### config.mk
export PLATFORM = sky130hd
export DESIGN_NAME = deadlock_avoiding_resource_allocator
export DESIGN_NICKNAME = d
export VERILOG_FILES = /design/src/rtl/core/dara_pkg.sv /design/src/rtl/core/dara_cell.sv /design/src/rtl/core/deadlock_avoiding_resource_allocator.sv
export SDC_FILE = /design/constraint.sdc
export NUM_CORES = 2
export LEC_CHECK = 0
export BUFFER_PORTS_ARGS = -buffer_cell sky130_fd_sc_hd__buf_2
export CAP_MARGIN = 20
export CORE_UTILIZATION = 44
export CTS_CLUSTER_SIZE = 25
export DETAILED_ROUTE_END_ITERATION = 6
export HOLD_SLACK_MARGIN = 0.12
export PLACE_DENSITY_LB_ADDON = 0.12
export SYNTH_ARGS = -nofsm -noshare
export SYNTH_HDL_FRONTEND = slang
export SYNTH_HIERARCHICAL = 1
export SYNTH_SLANG_ARGS = --single-unit
### constraint.sdc
create_clock -name clk -period 11.75 [get_ports clk]
set_input_delay 3.525 -clock clk [delete_from_list [all_inputs] [get_ports clk]]
set_output_delay 3.525 -clock clk [all_outputs]
set_load 0.005 [all_outputs]
### src/rtl/core/dara_pkg.sv
// ----------------------------------------------------------------------------
// dara_pkg
// Types and constants of the Banker's-algorithm allocator.
// ----------------------------------------------------------------------------
package dara_pkg;

  localparam int CUSTOMERS = 8;
  localparam int RESOURCES = 4;
  localparam int CIDX_W    = (CUSTOMERS > 1) ? $clog2(CUSTOMERS) : 1;
  localparam int WORK_W    = 8 + $clog2(CUSTOMERS + 1);

  localparam logic [1:0] CMD_REQUEST = 2'd0;
  localparam logic [1:0] CMD_RELEASE = 2'd1;
  localparam logic [1:0] CMD_CLAIM   = 2'd2;

  localparam logic [2:0] STAT_DONE    = 3'd0;
  localparam logic [2:0] STAT_NEED    = 3'd1;
  localparam logic [2:0] STAT_AVAIL   = 3'd2;
  localparam logic [2:0] STAT_UNSAFE  = 3'd3;
  localparam logic [2:0] STAT_HELD    = 3'd4;
  localparam logic [2:0] STAT_REFUSED = 3'd5;

  typedef struct packed {
    logic [1:0] cmd;
    logic [2:0] customer;
    logic [7:0] amount_0;
    logic [7:0] amount_1;
    logic [7:0] amount_2;
    logic [7:0] amount_3;
  } item_t;

  typedef struct packed {
    logic [2:0] status;
    logic [7:0] avail_0;
    logic [7:0] avail_1;
    logic [7:0] avail_2;
    logic [7:0] avail_3;
  } result_t;

  typedef enum logic [1:0] {
    OP_NONE,
    OP_ADD,
    OP_SUB,
    OP_SETMAX
  } op_code_t;

  typedef struct packed {
    op_code_t                    code;
    logic [CIDX_W-1:0]           sel;
    logic                        clr_done;
    logic [RESOURCES-1:0][7:0]   amt;
  } cell_op_t;

  typedef struct packed {
    logic                            valid;
    logic                            progress;
    logic [RESOURCES-1:0][WORK_W-1:0] work;
  } token_t;

  typedef enum logic [2:0] {
    S_IDLE,
    S_EVAL,
    S_LAUNCH,
    S_RUN,
    S_RESP
  } fsm_state_t;

endpackage

### src/rtl/core/dara_cell.sv
// ----------------------------------------------------------------------------
// dara_cell
// One customer: claim and held units, finish flag, one safety-check stage.
// ----------------------------------------------------------------------------
module dara_cell import dara_pkg::*; (
  input  logic                      clk,
  input  logic                      rst,
  input  logic [CIDX_W-1:0]         id,
  input  cell_op_t                  op,
  input  token_t                    tok_in,
  output token_t                    tok_out,
  output logic [RESOURCES-1:0][7:0] max_claim,
  output logic [RESOURCES-1:0][7:0] held_units,
  output logic                      done
);

  logic fits;
  logic [7:0] need;

  always_comb begin
    fits = ~done;
    need = '0;
    for (int r = 0; r < RESOURCES; r++) begin
      need = (max_claim[r] > held_units[r]) ? max_claim[r] - held_units[r] : 8'd0;
      if (WORK_W'(need) > tok_in.work[r]) fits = 1'b0;
    end
  end

  always_ff @(posedge clk) begin
    if (rst) begin
      max_claim     <= '0;
      held_units    <= '0;
      done          <= 1'b0;
      tok_out.valid <= 1'b0;
    end else begin
      if (op.sel == id) begin
        case (op.code)
          OP_ADD: begin
            for (int r = 0; r < RESOURCES; r++) held_units[r] <= held_units[r] + op.amt[r];
          end
          OP_SUB: begin
            for (int r = 0; r < RESOURCES; r++) held_units[r] <= held_units[r] - op.amt[r];
          end
          OP_SETMAX: begin
            max_claim <= op.amt;
          end
          default: ;
        endcase
      end
      if (op.clr_done) begin
        done <= 1'b0;
      end else if (tok_in.valid && fits) begin
        done <= 1'b1;
      end
      tok_out.valid    <= tok_in.valid;
      tok_out.progress <= tok_in.progress | (tok_in.valid & fits);
      for (int r = 0; r < RESOURCES; r++) begin
        tok_out.work[r] <= fits ? tok_in.work[r] + WORK_W'(held_units[r]) : tok_in.work[r];
      end
    end
  end

endmodule

### src/rtl/core/deadlock_avoiding_resource_allocator.sv
// ----------------------------------------------------------------------------
// deadlock_avoiding_resource_allocator
// Banker's-algorithm allocator built as a ring of customer cells.
// ----------------------------------------------------------------------------
// channel   signals                         direction
// command   start, item / busy              in / out
// result    result_valid, result            out
// config    cfg_valid, cfg_index, cfg_data / cfg_ready   in / out
//
// Release, claim, refused commands and requests failing need or availability
// go from S_EVAL straight to S_RESP, which gives the result beat.
// Requests that run the safety check go through S_LAUNCH and S_RUN; the token
// makes from 1 to CUSTOMERS + 1 passes and walks one cell per cycle.
// Synchronous reset clears all claims, holdings and totals.
// The result beat lasts one cycle; busy stays high until after it.
// ----------------------------------------------------------------------------
module deadlock_avoiding_resource_allocator import dara_pkg::*; (
  input  logic       clk,
  input  logic       rst,
  input  logic       start,
  output logic       busy,
  input  item_t      item,
  output logic       result_valid,
  output result_t    result,
  input  logic       cfg_valid,
  output logic       cfg_ready,
  input  logic [1:0] cfg_index,
  input  logic [7:0] cfg_data
);

  fsm_state_t state, state_next;
  item_t      item_q;
  logic [2:0] status, status_next;
  logic [RESOURCES-1:0][7:0] total, alloc, alloc_next, avail, amt;
  logic [CUSTOMERS-1:0][RESOURCES-1:0][7:0] cell_max, cell_held;
  logic [CUSTOMERS-1:0] cell_done;
  token_t chain [CUSTOMERS+1];
  cell_op_t op;
  logic [CIDX_W+2:0] cust_ext;
  logic [CIDX_W-1:0] sel;
  logic in_range, need_fail, avail_fail, held_fail, claim_fail;
  logic launch, reinject, finish;
  logic [7:0] sel_need;

  assign cfg_ready = 1'b1;
  assign busy      = (state != S_IDLE);

  assign cust_ext = {{CIDX_W{1'b0}}, item_q.customer};
  assign sel      = cust_ext[CIDX_W-1:0];
  assign in_range = (int'(item_q.customer) < CUSTOMERS);

  always_comb begin
    logic [7:0] amt_all [4];
    amt_all[0] = item_q.amount_0;
    amt_all[1] = item_q.amount_1;
    amt_all[2] = item_q.amount_2;
    amt_all[3] = item_q.amount_3;
    for (int r = 0; r < RESOURCES; r++) begin
      amt[r]   = amt_all[r];
      avail[r] = (total[r] > alloc[r]) ? total[r] - alloc[r] : 8'd0;
    end
  end

  always_comb begin
    need_fail  = 1'b0;
    avail_fail = 1'b0;
    held_fail  = 1'b0;
    claim_fail = 1'b0;
    sel_need   = '0;
    for (int r = 0; r < RESOURCES; r++) begin
      sel_need = (cell_max[sel][r] > cell_held[sel][r]) ?
                 cell_max[sel][r] - cell_held[sel][r] : 8'd0;
      if (amt[r] > sel_need)          need_fail  = 1'b1;
      if (amt[r] > avail[r])          avail_fail = 1'b1;
      if (amt[r] > cell_held[sel][r]) held_fail  = 1'b1;
      if (cell_held[sel][r] != 8'd0)  claim_fail = 1'b1;
    end
  end

  assign launch   = (state == S_LAUNCH);
  assign reinject = chain[CUSTOMERS].valid &  chain[CUSTOMERS].progress;
  assign finish   = chain[CUSTOMERS].valid & ~chain[CUSTOMERS].progress;

  always_comb begin
    chain[0] = '0;
    if (launch) begin
      chain[0].valid = 1'b1;
      for (int r = 0; r < RESOURCES; r++) chain[0].work[r] = WORK_W'(avail[r]);
    end else if (reinject) begin
      chain[0].valid = 1'b1;
      chain[0].work  = chain[CUSTOMERS].work;
    end
  end

  for (genvar i = 0; i < CUSTOMERS; i++) begin : g_cell
    dara_cell u_cell (
      .clk        (clk),
      .rst        (rst),
      .id         (CIDX_W'(i)),
      .op         (op),
      .tok_in     (chain[i]),
      .tok_out    (chain[i+1]),
      .max_claim  (cell_max[i]),
      .held_units (cell_held[i]),
      .done       (cell_done[i])
    );
  end

  always_comb begin
    state_next = state;
    case (state)
      S_IDLE:   if (start) state_next = S_EVAL;
      S_EVAL: begin
        if (in_range && item_q.cmd == CMD_REQUEST && !need_fail && !avail_fail)
          state_next = S_LAUNCH;
        else
          state_next = S_RESP;
      end
      S_LAUNCH: state_next = S_RUN;
      S_RUN:    if (finish) state_next = S_RESP;
      S_RESP:   state_next = S_IDLE;
      default:  state_next = S_IDLE;
    endcase
  end

  always_comb begin
    op          = '0;
    op.code     = OP_NONE;
    op.sel      = sel;
    op.amt      = amt;
    status_next = status;
    alloc_next  = alloc;
    case (state)
      S_EVAL: begin
        if (!in_range) begin
          status_next = STAT_REFUSED;
        end else begin
          case (item_q.cmd)
            CMD_REQUEST: begin
              if (need_fail) status_next = STAT_NEED;
              else if (avail_fail) status_next = STAT_AVAIL;
              else begin
                op.code     = OP_ADD;
                op.clr_done = 1'b1;
                for (int r = 0; r < RESOURCES; r++) alloc_next[r] = alloc[r] + amt[r];
              end
            end
            CMD_RELEASE: begin
              if (held_fail) status_next = STAT_HELD;
              else begin
                op.code     = OP_SUB;
                status_next = STAT_DONE;
                for (int r = 0; r < RESOURCES; r++)
                  alloc_next[r] = (alloc[r] >= amt[r]) ? alloc[r] - amt[r] : 8'd0;
              end
            end
            CMD_CLAIM: begin
              if (claim_fail) status_next = STAT_REFUSED;
              else begin
                op.code     = OP_SETMAX;
                status_next = STAT_DONE;
              end
            end
            default: status_next = STAT_REFUSED;
          endcase
        end
      end
      S_RUN: begin
        if (finish) begin
          if (&cell_done) status_next = STAT_DONE;
          else begin
            status_next = STAT_UNSAFE;
            op.code     = OP_SUB;
            for (int r = 0; r < RESOURCES; r++) alloc_next[r] = alloc[r] - amt[r];
          end
        end
      end
      default: ;
    endcase
  end

  always_ff @(posedge clk) begin
    if (rst) begin
      state <= S_IDLE;
      total <= '0;
      alloc <= '0;
    end else begin
      state <= state_next;
      alloc <= alloc_next;
      if (cfg_valid && cfg_ready) begin
        for (int r = 0; r < RESOURCES; r++)
          if (int'(cfg_index) == r) total[r] <= cfg_data;
      end
    end
  end

  always_ff @(posedge clk) begin
    status <= status_next;
    if (start && !busy) item_q <= item;
  end

  always_comb begin
    logic [7:0] av [4];
    for (int r = 0; r < 4; r++) av[r] = 8'd0;
    for (int r = 0; r < RESOURCES; r++) av[r] = avail[r];
    result_valid   = (state == S_RESP);
    result.status  = status;
    result.avail_0 = av[0];
    result.avail_1 = av[1];
    result.avail_2 = av[2];
    result.avail_3 = av[3];
  end

endmodule

==> PnR_summary.wiki <==
{| class="wikitable"
! Metric !! Value
|-
| Result of the run || finished with violations
|-
| Violations in the final reports || design-rule violations
|-
| Core footprint || about 0.21 mm^2
|-
| Comb pwr share || 0.149
|-
| Kind of critical path || reg2reg
|-
| Internal power summed over all cells || about 0.007 W
|-
| Top cell by count, worst path || sky130_fd_sc_hd__a21oi_1
|-
| Number of maximum-capacitance violations || 0
|-
| Post-detailed-route via-to-cell ratio || ~6
|-
| Initial core utilization || 0.4430
|-
| Dominant synthesized flop cell || sky130_fd_sc_hd__dfxtp_1
|-
| Vert. Die Dim || between 400 and 500 um
|-
| Number of antenna violations at the first check in global routing || 18
|-
| Final Worst Setup Slack || roughly 2.0 ns
|-
| Detailed-route wire length per cell || 24.11 um
|-
| Average cell area after synthesis || 8.454 um^2
|-
| Final worst-path cycle share || 0.8308
|-
| Post-Route Utilization || 0.4833
|-
| Total power after layout || ~0.0099 W
|-
| Largest area contributor in the synthesized netlist || sky130_fd_sc_hd__ha_1
|-
| Cell with the biggest individual delay on the critical path || sky130_fd_sc_hd__nor4_1
|-
| Via count || 82.15k
|-
| Vias in the first global route || about 79k
|-
| Leakage || roughly 41 nW
|-
| Gp weighted congestion || 0.9611
|-
| Htree depth || 4
|-
| Arrival time reported for the critical path endpoint || roughly 11 ns
|-
| Hold buffer count at cts || 0
|-
| Area enclosed by the die boundary || 0.2131 mm^2
|-
| Io pins || a little under 90
|-
| Maximum achievable frequency || about 0.1 GHz
|-
| Highest ir drop seen on vdd || 0.1626 mV
|-
| Quantity of I/O buffers inserted on ports || 87
|-
| Post-placement worst setup slack || 2.152 ns
|-
| Post-synthesis cell count || between 10k and 15k
|-
| Final number of max-transition violations || 0
|-
| Leading post-synthesis cells by cell area || sky130_fd_sc_hd__ha_1 (17%), sky130_fd_sc_hd__edfxtp_1 (14%), sky130_fd_sc_hd__dfxtp_1 (13%)
|-
| Crit path largest cell delay || 0.63 ns
|-
| Switching part of the total || 0.2859
|-
| Sum of overflow across all layers after global routing || 0
|-
| Power dissipated by switching net loads || 0.002829 W
|-
| Proportion of power drawn by the clock network || 0.452
|-
| Antenna Violating Nets Remaining || 0
|-
| DRC violation count after routing || 5
|-
| Buffer cell driving the clock tree root || sky130_fd_sc_hd__clkbuf_16
|-
| TritonCTS sink count || 1027
|-
| Count of nets after finishing || 12.47k
|-
| Cell Area, Synth || about 0.093 mm^2
|-
| Worst clock skew || 0.04060 ns
|-
| Least-Margin Pin Slew || ~1.1 ns
|-
| GRT Overall Usage || 0.3106
|-
| Maximum number of pins on one net before global-route repair || around 160
|-
| Register share of total power || 0.400
|-
| Detailed router's first-iteration violation count || 7212
|-
| Clock slew at reported path FFs || 0.06 ns
|-
| Min-Delay Path Depth || 2
|-
| Synth Warn # || 6
|-
| Proportion of layout cells with a drive suffix above 1 || 0.07922
|-
| Final critical path time including I/O delays and setup || 9.762 ns
|-
| Clock network latency to the later pin of the worst-skew pair || 0.83 ns
|-
| Area growth from synthesis to layout || 9.096%
|-
| Proportion of synthesized chip area in sequential cells || 0.2678
|-
| R2r setup slk || about 2 ns
|-
| Die X-Extent || between 400 and 500 um
|-
| Worst min path class || reg2reg
|-
| Max_slew headroom || 0.2326
|-
| Unrepaired setup endpoints after global routing || no
|-
| Power per cell area || between 90 and 100 mW/mm^2
|-
| Post-Route Setup TNS || 0 ns
|-
| Resized Gates After CTS || 0
|-
| Std cell rows || between 150 and 200
|-
| Data required time of the worst path || 12.49 ns
|-
| Setup bufs post-CTS || 0
|-
| Kind of capture point of the worst setup path || register
|-
| Synth cell types || roughly 90
|-
| Ys async rst share || 0
|-
| First-pass GRT wire length || 496500 um
|-
| Largest driver fanout on the critical path || 71
|-
| Startpoint Class || register
|-
| TritonCTS clock tree || built
|-
| Synthesized flop and latch total || around 1.0k
|-
| Detailed-placement wirelength estimate || about 260000 um
|-
| WHS || between 0.4 and 0.5 ns
|-
| Number of enable-type register cells in the synthesized netlist || 432
|-
| Total setup violations reported at the end of the flow || 0
|-
| Fraction of synthesized cell area taken by the top area cell type || 0.1696
|-
| TritonRoute pass-1 iters || 7
|-
| Number of hold violations in the final report || 0
|-
| Final wirelength || around 340000 um
|-
| R2R cell count || 35
|-
| Number of buffers between clock root and the deepest sink || 3
|-
| Count of fill cells added during filler insertion || 20.35k
|-
| Number of buffers created by CTS || about 140
|}
-- path summary, 6_finish.rpt --
kind,startpoint,endpoint
min reg2reg,g_cell[5].u_cell/tok_out[49],g_cell[6].u_cell/tok_out[49]
max reg2reg,sel[0],g_cell[3].u_cell/held_units[14]
max,sel[0],g_cell[3].u_cell/held_units[14]
min,g_cell[5].u_cell/tok_out[49],g_cell[6].u_cell/tok_out[49]
-- synthesized netlist by cell type (41+ instances only) --
cell and count:
sky130_fd_sc_hd__mux2_2 86, sky130_fd_sc_hd__fa_1 112, sky130_fd_sc_hd__or2_2 91, sky130_fd_sc_hd__a21boi_0 69
sky130_fd_sc_hd__nand2b_1 77, sky130_fd_sc_hd__mux2i_1 118, sky130_fd_sc_hd__o21a_1 85, sky130_fd_sc_hd__and2_1 122
sky130_fd_sc_hd__nor2b_1 229, sky130_fd_sc_hd__nor4_1 49, sky130_fd_sc_hd__a211oi_1 125, sky130_fd_sc_hd__o31ai_1 41
sky130_fd_sc_hd__nor2_1 641, sky130_fd_sc_hd__nand4_1 224, sky130_fd_sc_hd__a21o_1 167, sky130_fd_sc_hd__o211ai_1 45
sky130_fd_sc_hd__xor2_1 281, sky130_fd_sc_hd__mux4_2 124, sky130_fd_sc_hd__a31oi_1 132, sky130_fd_sc_hd__edfxtp_1 432
sky130_fd_sc_hd__inv_1 1089, sky130_fd_sc_hd__nor3_1 288, sky130_fd_sc_hd__xnor2_1 523, sky130_fd_sc_hd__a21oi_1 1032
sky130_fd_sc_hd__nand3_1 97, sky130_fd_sc_hd__clkbuf_1 252, sky130_fd_sc_hd__nand2_1 1323, sky130_fd_sc_hd__o21bai_1 74
sky130_fd_sc_hd__dfxtp_1 595, sky130_fd_sc_hd__ha_1 1260, sky130_fd_sc_hd__or3_1 46, sky130_fd_sc_hd__o21ai_0 625
-- critical path: cells and delay by family, from the launching register on --
kind / cells / cell delay [ns]
xor+xnor: 1 / 0.15
buf+inv: 5 / 1.23
simple gates: 6 / 1.54
compound gates: 15 / 3.09
flops: 1 / 0.43
fa+ha+maj: 5 / 1.95
mux: 3 / 1.13
-- state kept, by name, indices dropped and copies added (netlist names) --
register	count
g_cell.u_cell/tok_out	400
g_cell.u_cell/held_units	256
g_cell.u_cell/max_claim	256
alloc	32
amt	32
total	32
g_cell.u_cell/done	8
sel	3
state	3
status	3
item_q	2
-- power by group through the flow --
stage          clock (W)  sequential, W  combinational (W)
2_1_floorplan          0        0.00402           0.000978
3_3_place_gp           0        0.00403            0.00141
3_5_place_dp           0        0.00403            0.00144
4_1_cts          0.00454        0.00395            0.00145
5_1_grt          0.00467        0.00396            0.00161
6_report         0.00447        0.00395            0.00147
-- layer usage --
metal	vias to the layer above	part of all wire	global-route usage
met2	2861	0.46	0.5082
li1	38959	-	-
met4	18	0.066	0.1831
met5	-	0.00042	0
met1	39521	0.42	0.3899
met3	790	0.063	0.04212
-- placed cells by master, fill, tap and decap left out, types with 46 or more instances in the layout --
cell                        netlist  layout
sky130_fd_sc_hd__edfxtp_1       432     432
sky130_fd_sc_hd__or2_2           91      91
sky130_fd_sc_hd__a21oi_1       1032    1032
sky130_fd_sc_hd__nor4_1          49      49
sky130_fd_sc_hd__mux2i_1        118     118
sky130_fd_sc_hd__mux2_2          86      86
sky130_fd_sc_hd__a21o_1         167     167
sky130_fd_sc_hd__xnor2_1        523     523
sky130_fd_sc_hd__nand2_1       1323    1320
sky130_fd_sc_hd__fa_1           112     112
sky130_fd_sc_hd__nand4_1        224     224
sky130_fd_sc_hd__buf_2           27      86
sky130_fd_sc_hd__o21ai_0        625     624
sky130_fd_sc_hd__nor3_1         288     288
sky130_fd_sc_hd__ha_1          1260    1260
sky130_fd_sc_hd__inv_1         1089    1081
sky130_fd_sc_hd__a211oi_1       125     125
sky130_fd_sc_hd__mux4_2         124     124
sky130_fd_sc_hd__buf_4           22     135
sky130_fd_sc_hd__clkbuf_16        0     145
sky130_fd_sc_hd__or3_1           46      46
sky130_fd_sc_hd__xor2_1         281     281
sky130_fd_sc_hd__nor2b_1        229     229
sky130_fd_sc_hd__nor2_1         641     639
sky130_fd_sc_hd__nand2b_1        77      76
sky130_fd_sc_hd__a31oi_1        132     132
sky130_fd_sc_hd__dfxtp_1        595     595
sky130_fd_sc_hd__and2_1         122     120
sky130_fd_sc_hd__nand3_1         97      97
sky130_fd_sc_hd__o21a_1          85      85
sky130_fd_sc_hd__o21bai_1        74      74
sky130_fd_sc_hd__a21boi_0        69      69
-- kinds of logic after synthesis --
kind of cell | synth area share
other | 0.00008081
DFF | 0.2678
xor gates and xnor gates | 0.07717
adders and majority gates | 0.1938
and+or+nand+nor | 0.1765
muxes | 0.05431
AOI/OAI and AO/OA | 0.1697
buffers and inverters | 0.06063
-- stage by stage --
| step | instances | instance area [um^2] |
|---|---|---|
| floorplan | 11017 | 93020 |
| global placement | 13713 | 96630 |
| finish | 13971 | 101400 |
| detailed placement | 13713 | 96630 |
| CTS | 13963 | 101400 |
| global route | 13969 | 101400 |
-- final cells by class --
cell class	instances	area [um^2]	share of cell area
Multi-Input combinational cell	8567	62610	0.6176
Sequential cell	1027	24880	0.2454
Inverter	1089	4090	0.04034
Clock buffer	177	3859	0.03806
Tap cell	2805	3510	0.03462
Timing Repair Buffer	226	1539	0.01518
Clock inverter	73	874.6	0.008626
Antenna cell	7	17.52	0.0001728
Power figures use the tool's default switching activity.
